<file path="src/design/particle_neighbor_density_defines.svh">
// Assertion macros shared by the particle neighbor density RTL.
// No dependencies; included by modules that carry assertions.
`ifndef PARTICLE_NEIGHBOR_DENSITY_DEFINES_SVH
`define PARTICLE_NEIGHBOR_DENSITY_DEFINES_SVH
// Implication checked on every rising clock edge outside reset.
`define PND_ASSERT_IMP(label, clk, rst_n, pre, post) \
    label: assert property (@(posedge clk) disable iff (!rst_n) (pre) |-> (post)) \
        else $error("assertion failed");
// Implication whose consequence is checked in the next cycle.
`define PND_ASSERT_NEXT(label, clk, rst_n, pre, post) \
    label: assert property (@(posedge clk) disable iff (!rst_n) (pre) |=> (post)) \
        else $error("assertion failed");
`endif

</file>
<file path="src/design/pnd_pkg.sv">
// Package for the particle neighbor density block: beat types and constants.
// No dependencies.
`timescale 1ns / 1ps
`default_nettype none
package pnd_pkg;
    typedef struct packed {
        logic        op;
        logic [5:0]  slot;
        logic signed [15:0] pos_x;
        logic signed [15:0] pos_y;
        logic signed [15:0] pos_z;
        logic        alive;
        logic [15:0] alpha_in;
    } t_in_beat;

    typedef struct packed {
        logic [5:0]  result_slot;
        logic        is_alive;
        logic [15:0] new_life;
        logic [15:0] new_alpha;
    } t_out_beat;

    localparam logic OP_LOAD  = 1'b0;
    localparam logic OP_QUERY = 1'b1;

    localparam logic [0:0] REG_COUNT  = 1'd0;
    localparam logic [0:0] REG_RADIUS = 1'd1;

    localparam logic [19:0] SUM_CAP  = 20'd655360;
    localparam logic [15:0] LIFE_MIN = 16'd3276;
    localparam logic [15:0] LIFE_MAX = 16'd32768;

    // Handshake between the sequencer and the iterative divider/root unit.
    typedef struct packed {
        logic start;
        logic is_div;
    } t_unit_cmd;
endpackage
`default_nettype wire

</file>
<file path="src/design/pnd_unit.sv">
// Shared iterative unit: 34-bit integer square root or 25/16-bit division,
// one result bit per cycle. Depends on pnd_pkg.
`timescale 1ns / 1ps
`default_nettype none
module pnd_unit
    import pnd_pkg::*;
(
    input  wire logic        i_clk,
    input  wire logic        i_rst_n,
    input  wire t_unit_cmd   i_cmd,
    input  wire logic [33:0] i_opa,
    input  wire logic [15:0] i_opb,
    output logic             o_done,
    output logic [24:0]      o_res
);
    logic [4:0]  r_cnt, n_cnt;
    logic        r_busy, n_busy, r_div, n_div;
    logic [33:0] r_val, n_val;
    logic [35:0] r_rem, n_rem;
    logic [24:0] r_q, n_q;
    logic [15:0] r_b, n_b;
    logic [35:0] w_trial;
    logic [35:0] w_shift;
    logic [24:0] w_q;

    // A start in the cycle that finishes a job loads the next job, while the
    // finished result is still presented on o_res.
    always_comb begin
        n_cnt = r_cnt; n_busy = r_busy; n_div = r_div; n_val = r_val;
        n_rem = r_rem; n_b = r_b; o_done = 1'b0;
        w_shift = '0; w_trial = '0; w_q = r_q;
        if (r_busy) begin
            if (r_div) begin
                w_shift = {r_rem[34:0], r_val[24]};
                n_val = {r_val[32:0], 1'b0};
                w_trial = w_shift - {20'd0, r_b};
                if (!w_trial[35]) begin
                    n_rem = w_trial; w_q = {r_q[23:0], 1'b1};
                end else begin
                    n_rem = w_shift; w_q = {r_q[23:0], 1'b0};
                end
            end else begin
                w_shift = {r_rem[33:0], r_val[33:32]};
                n_val = {r_val[31:0], 2'b00};
                w_trial = w_shift - {17'd0, r_q[16:0], 2'b01};
                if (!w_trial[35]) begin
                    n_rem = w_trial; w_q = {r_q[23:0], 1'b1};
                end else begin
                    n_rem = w_shift; w_q = {r_q[23:0], 1'b0};
                end
            end
            n_cnt = r_cnt - 5'd1;
            if (r_cnt == 5'd1) begin
                n_busy = 1'b0; o_done = 1'b1;
            end
        end
        n_q = w_q;
        if (i_cmd.start) begin
            n_busy = 1'b1; n_div = i_cmd.is_div; n_val = i_opa; n_b = i_opb;
            n_rem = '0; n_q = '0;
            n_cnt = i_cmd.is_div ? 5'd25 : 5'd17;
        end
    end

    assign o_res = w_q;

    always_ff @(posedge i_clk) begin
        if (!i_rst_n) begin
            r_busy <= 1'b0; r_cnt <= '0;
        end else begin
            r_busy <= n_busy; r_cnt <= n_cnt;
        end
        r_div <= n_div; r_val <= n_val; r_rem <= n_rem; r_q <= n_q; r_b <= n_b;
    end
endmodule
`default_nettype wire
</file>
<file path="config.mk">
export PLATFORM = sky130hd
export DESIGN_NAME = pnd_unit
export DESIGN_NICKNAME = d
export VERILOG_FILES = /design/src/design/particle_neighbor_density_defines.svh /design/src/design/pnd_pkg.sv /design/src/design/pnd_unit.sv
export SDC_FILE = /design/constraint.sdc
export NUM_CORES = 1
export LEC_CHECK = 0
export ABC_AREA = 1
export BUFFER_PORTS_ARGS = -buffer_cell sky130_fd_sc_hd__clkbuf_2
export CAP_MARGIN = 25
export CORE_MARGIN = 2
export CORE_UTILIZATION = 40
export CTS_CLUSTER_DIAMETER = 30
export DETAILED_ROUTE_END_ITERATION = 10
export HOLD_SLACK_MARGIN = 0.02
export PLACE_DENSITY_LB_ADDON = 0.05
export SKIP_LAST_GASP = 1
export SLEW_MARGIN = 10
export SYNTH_ARGS = -nofsm -noshare
export SYNTH_HDL_FRONTEND = slang
export SYNTH_SLANG_ARGS = --single-unit
</file>
<file path="constraint.sdc">
create_clock -name i_clk -period 2.1 [get_ports i_clk]
set_input_delay 0.21 -clock i_clk [delete_from_list [all_inputs] [get_ports i_clk]]
set_output_delay 0.21 -clock i_clk [all_outputs]
set_load 0.02 [all_outputs]
</file>
==> results of run 1 <==
## flip-flops by register name, indices dropped and copies added, names as in the netlist
register,count
r_busy,1
r_cnt,5
r_b,16
r_val,34
r_q,25
r_rem,35
r_div,1
## kinds of logic after synthesis
family                   after synthesis  synth area share (%)
AO/OA/AOI/OAI                        159                  8.89
AND/OR/NAND/NOR                      978                  42.3
XOR/XNOR                              31                  2.87
buffers and inverters                253                  10.8
adder cells (fa/ha/maj)               37                  4.98
flip-flops                           117                  30.2
## worst max-delay path by stage
stage / from / end / slack [ns] / depth (start not counted)
3_5_place_dp: r_b[14] / o_res[0] / -0.34 / 14
2_1_floorplan: r_q[6] / o_res[0] / -0.03 / 14
6_report: r_rem[12] / o_res[0] / -0.49 / 13
3_3_place_gp: r_b[14] / o_res[0] / -0.33 / 14
5_1_grt: r_rem[10] / o_res[0] / -0.59 / 13
4_1_cts: r_b[2] / o_res[0] / -0.52 / 14
## Yosys cell counts, types with 2 or more instances
cell type	instances	share of area, %
o21ai_0	25	1.3
xnor2_1	15	1.4
nor2_4	6	0.72
nand4_1	20	1.3
nand3b_1	2	0.16
nand3_1	100	5.3
xor2_1	16	1.5
o21a_1	2	0.16
o21ai_1	4	0.21
clkbuf_1	21	0.83
nor3_1	26	1.4
nor2_1	125	5.0
nand2_1	681	27
a21oi_1	116	6.1
buf_1	10	0.40
ha_1	36	4.8
edfxtp_1	51	16
a31oi_1	3	0.20
inv_1	198	7.9
buf_6	7	0.83
o211ai_1	3	0.24
inv_2	3	0.12
dfxtp_1	66	14
buf_2	12	0.64
nand2_2	7	0.46
o21ai_2	2	0.19
nor2_2	5	0.33
## layout make-up
cell class / count / area share, %
multi-input combinational: 1205 / 45.4
timing repair buffer: 379 / 21.1
sequential: 117 / 21.0
inverter: 202 / 5.44
clock buffer: 17 / 3.05
tap: 319 / 2.86
clock inverter: 15 / 1.21
## metal layers
layer / part of all wire [%] / wire, um / global-route usage [%]
met1: 42 / 14300 / 33.1
met2: 49 / 16600 / 48.0
met3: 4.1 / 1400 / 3.72
met4: 5.0 / 1690 / 14.0
met5: 0 / 0 / 0
## critical path, stage by stage (launching register included)
cell and delay, ns:
dfxtp_4 0.39, ha_4 0.26, nand2_1 0.06, nand2_1 0.09, a21oi_2 0.21, nor2_4 0.06
nor2_4 0.12, nand3_2 0.10, nand2_2 0.09, nand2_4 0.08, o211ai_1 0.16, buf_4 0.16
nand2_4 0.05, buf_8 0.12
## metrics by stage
step	util [%]	cells	hold slack, ns
6_report	59.8	2254	0.0464
5_1_grt	59.8	2254	0.0450
4_1_cts	58.3	2243	0.0323
3_5_place_dp	52.7	2180	0.389
3_3_place_gp	52.7	2180	0.387
2_1_floorplan	-	1575	0.309
## timing repair
action,4_1_cts,5_1_grt
buffers inserted,12,10
hold endpoints to repair,17,0
cloned,2,1
hold buffers,17,0
resized for setup,88,73
setup endpoints to repair,37,37
pin swaps,27,35
==> flow_metrics.env, run 1 <==
export IMPL_clock_tree_buffer_depth=2
export IMPL_drc_errors=0
export IMPL_synth_avg_cell_area_um2=6.00
export IMPL_cp_end_kind="primary output"
export IMPL_multiInputGateArea_um2=6330
export IMPL_synthToLayoutAreaGrowth_pct=47.6
export IMPL_first_pass_iters=5
export IMPL_pre_cts_slack_ns=-0.337
export IMPL_start_util_pct=40.5
export IMPL_fin_skew_ns=0.0106
export IMPL_cts_sinks=117
export IMPL_die_h_um=158
export IMPL_setup_viol_count_final=37
export IMPL_yosys_register_bits=117
export IMPL_antenna_found_initial=0
export IMPL_period_share_pct=123
export IMPL_viasPerCell=4.90
export IMPL_final_cell_mix="635 x nand2_1, 264 x buf_4, 164 x inv_1, 115 x nor2_1, 108 x a21oi_1"
export IMPL_wirelength_um=33900
export IMPL_reg2reg_to="r_rem[2]"
export IMPL_design_area_um2=13900
export IMPL_floorplan_die_width_um=158
export IMPL_required_ns=1.89
export IMPL_num_vias=11000
export IMPL_rrSetupSlack_ns=-0.31
export IMPL_grt_max_degree=61
export IMPL_worst_slack_ns=-0.491
export IMPL_cts_tree="yes"
export IMPL_worst_pin_slew_ns=0.457
export IMPL_drt_initial_drc_count=601
export IMPL_hold_class="primary input to flip-flop"
export IMPL_nets=2013
export IMPL_synth_ff_type="dfxtp_1"
export IMPL_synth_edf_count=51
export IMPL_core_area_um2=23300
export IMPL_r2r_start="r_b[14]"
export IMPL_fmax_mhz=386
export IMPL_gp_congestion=0.965
export IMPL_final_hold_violation_count=0
export IMPL_antennaDiodeCount=0
export IMPL_relSlewSlack_pct=69.5
export IMPL_design_die_area_um2=24900
export IMPL_ys_warnings_count=0
export IMPL_drive_gt1_share_pct=31.0
export IMPL_synth_area_um2=9450
export IMPL_maxCapViolations=0
export IMPL_async_flop_share_pct=0
export IMPL_crit_type="flip-flop to primary output"
export IMPL_netlist_instances=1575
export IMPL_min_to="r_val[0]"
export IMPL_r2r_worst_path_cells=19
export IMPL_dpl_instance_area_um2=12300
export IMPL_grt_pass1_vias=10500
export IMPL_grt_pass1_wl_um=53000
export IMPL_clkTransAtPathRegs_ns=0.06
export IMPL_dp_hpwl_um=25200
export IMPL_grt_usage_pct=27.6
export IMPL_startpoint_type="flip-flop"
export IMPL_clock_latency_ns=0.43
export IMPL_drtAntennaViolNets=0
export IMPL_regArea_um2=2930
export IMPL_io_pins=80
export IMPL_period_needed_ns=2.59
export IMPL_placementRows=56
export IMPL_syn_nets=1666
export IMPL_hold_path_depth=3
export IMPL_synth_seq_area_share_pct=30.2
export IMPL_cts_root_buffer="clkbuf_16"
export IMPL_numPortBuffers=79
export IMPL_overflow=0
export IMPL_drv_slew=0
export IMPL_cp_max_fo=6
export IMPL_min_from="i_opa[0]"
export IMPL_cp_arrival_ns=2.38
export IMPL_wl_per_cell_um=15.1
export IMPL_rsz0062_at_grt="true"
export IMPL_setup_tns_ns=-8.50
export IMPL_cts_buffers=17
export IMPL_status="complete, but fails checks"
export IMPL_violations="negative setup slack"
export IMPL_htreeDepth=4
export IMPL_fillers=2269
export IMPL_synthDistinctLibCells=40
export IMPL_final_common_cell="nand2_1"
Power of run 1 is not shown: default switching activity piles up to over one toggle a cycle in this logic, so the estimate is an artifact.
==> inputs of run 2 (changes only) <==
GPL_TIMING_DRIVEN = 1   (was not set)
TNS_END_PERCENT = 20   (was not set)
clock period = 2.3 ns   (was 2.1 ns; I/O delays follow)
==> run 2 against run 1 <==
- the run still ends with negative setup slack left
- global-route usage grew 1.1 points
- worst setup slack gained 0.10 ns
- die area is the same
- non-clock buffer count shrank 12
- sequential share of layout area grew 0.16 points
- clock skew grew 0.0041 ns
- hold slack gained 0.019 ns
- cell count shrank 0.53%
- via count shrank 0.60%
- register-to-register slack is essentially flat
- critical path type unchanged
==> flow_metrics.env, run 2 (synthesized netlist as in run 1, its figures left out) <==
export IMPL_final_common_cell="nand2_1"
export IMPL_synthToLayoutAreaGrowth_pct=45.1
export IMPL_core_area_um2=23300
export IMPL_cp_cell_sequence="inv_1 > ha_4 > inv_2 > nor2_4 > nand2_2 > nor2_4 > nand3b_1 > nand4_1 > nand2_1 > nand2_2 > nand2_2 > o211ai_1 > buf_4 > nand2_4 > buf_8"
export IMPL_r2r_worst_path_cells=19
export IMPL_period_needed_ns=2.69
export IMPL_crit_type="flip-flop to primary output"
export IMPL_relSlewSlack_pct=52.3
export IMPL_regMostFlops="r_rem"
export IMPL_dp_hpwl_um=26400
export IMPL_hold_class="primary input to flip-flop"
export IMPL_grt_pass1_vias=10600
export IMPL_cp_startpoint="r_b[15]"
export IMPL_start_util_pct=40.5
export IMPL_grt_usage_pct=28.6
export IMPL_maxCapViolations=0
export IMPL_slowest_delay_ns=0.34
export IMPL_cts_tree="yes"
export IMPL_htreeDepth=4
export IMPL_fmax_mhz=372
export IMPL_clkTransAtPathRegs_ns=0.06
export IMPL_crit_top_cell="nand2_2"
export IMPL_cp_arrival_ns=2.46
export IMPL_cts_sinks=117
export IMPL_cts_buffers=17
export IMPL_design_die_area_um2=24900
export IMPL_placementRows=56
export IMPL_violations="negative setup slack"
export IMPL_fin_skew_ns=0.0147
export IMPL_clock_latency_ns=0.43
export IMPL_crit_slowest_cell="edfxtp_1"
export IMPL_gp_congestion=0.955
export IMPL_grt_max_degree=49
export IMPL_drc_errors=0
export IMPL_cts_root_buffer="clkbuf_16"
export IMPL_viasPerCell=4.89
export IMPL_io_pins=80
export IMPL_drt_initial_drc_count=831
export IMPL_worst_slack_ns=-0.389
export IMPL_required_ns=2.07
export IMPL_cp_end_kind="primary output"
export IMPL_final_hold_violation_count=0
export IMPL_antennaDiodeCount=0
export IMPL_rsz0062_at_grt="true"
export IMPL_setup_viol_count_final=35
export IMPL_period_share_pct=117
export IMPL_num_vias=11000
export IMPL_overflow=0
export IMPL_cp_max_fo=3
export IMPL_wirelength_um=34900
export IMPL_nets=2001
export IMPL_wl_per_cell_um=15.5
export IMPL_grt_pass1_wl_um=54600
export IMPL_min_from="i_rst_n"
export IMPL_antenna_found_initial=0
export IMPL_r2r_start="r_rem[1]"
export IMPL_drv_slew=0
export IMPL_drtAntennaViolNets=0
export IMPL_hold_path_depth=3
export IMPL_die_h_um=158
export IMPL_final_cell_mix="633 x nand2_1, 251 x buf_4, 176 x inv_1, 114 x nor2_1, 110 x a21oi_1"
export IMPL_clock_tree_buffer_depth=2
export IMPL_status="complete, but fails checks"
export IMPL_floorplan_die_width_um=158
export IMPL_worst_pin_slew_ns=0.715
export IMPL_startpoint_type="flip-flop"
export IMPL_numPortBuffers=79
export IMPL_pre_cts_slack_ns=-0.268
export IMPL_first_pass_iters=6
export IMPL_largest_reg_flops=35
export IMPL_drive_gt1_share_pct=28.7
export IMPL_top_regs="r_rem (35), r_val (34), r_q (25)"
[run 2: changes by cell type in the layout (fill, tap and decap cells not counted), sizes merged]
cell      previous run  this run
clkinv               5         3
bufbuf               2         0
clkinvlp             2         1
buf                282       272
inv                208       211
[run 2: path summary, 6_finish.rpt]
kind | endpoint | slack [ns]
worst min register to register | r_cnt[4] | 0.47
worst min-delay path | r_cnt[0] | 0.07
worst max register to register | r_rem[7] | -0.30
worst max-delay path | o_res[0] | -0.39
[run 2: timing repair]
action | 4_1_cts | 5_1_grt
gates resized for setup | 109 | 70
setup endpoints to repair | 37 | 36
pin swaps | 40 | 37
buffers inserted | 25 | 8
hold buffers | 17 | 0
hold endpoints to repair | 17 | 0
cloned | 1 | 1
[run 2: area by class of cell]
cell class	instances	area [um^2]
Clock buffer	17	425
Clock inverter	15	183
Fill cell	2375	9620
Inverter	202	758
Multi-Input combinational cell	1205	6230
Sequential cell	117	2900
Tap cell	319	399
Timing Repair Buffer	367	2810
[run 2: critical path, delay by kind of cell, from the launching register on]
kind                       cells  cell delay (ns)
DFF                            1             0.34
buffers and inverters          4             0.40
AOI/OAI and AO/OA              1             0.09
and+or+nand+nor                9             0.92
adders and majority gates      1             0.28
[run 2: per-layer routing]
| metal | GRT usage [%] | share of wire [%] |
|---|---|---|
| met1 | 36.5 | 45 |
| met2 | 48.7 | 47 |
| met3 | 3.50 | 4.3 |
| met4 | 12.3 | 3.5 |
| met5 | 0 | 0 |
[run 2: stage by stage]
step	TNS [ns]	instance area [um^2]	std cells	hold WS, ns	util, %
after CTS	-2.23	13400	2235	0.0580	57.5
after global placement	-4.47	11900	2164	0.407	51.1
after global routing	-10.98	13700	2242	0.0673	58.8
after floorplan	0	9460	1575	0.329	-
after detailed placement	-4.41	11900	2164	0.409	51.1
final	-5.55	13700	2242	0.0653	58.8
Power of run 2 is left out for the same reason.
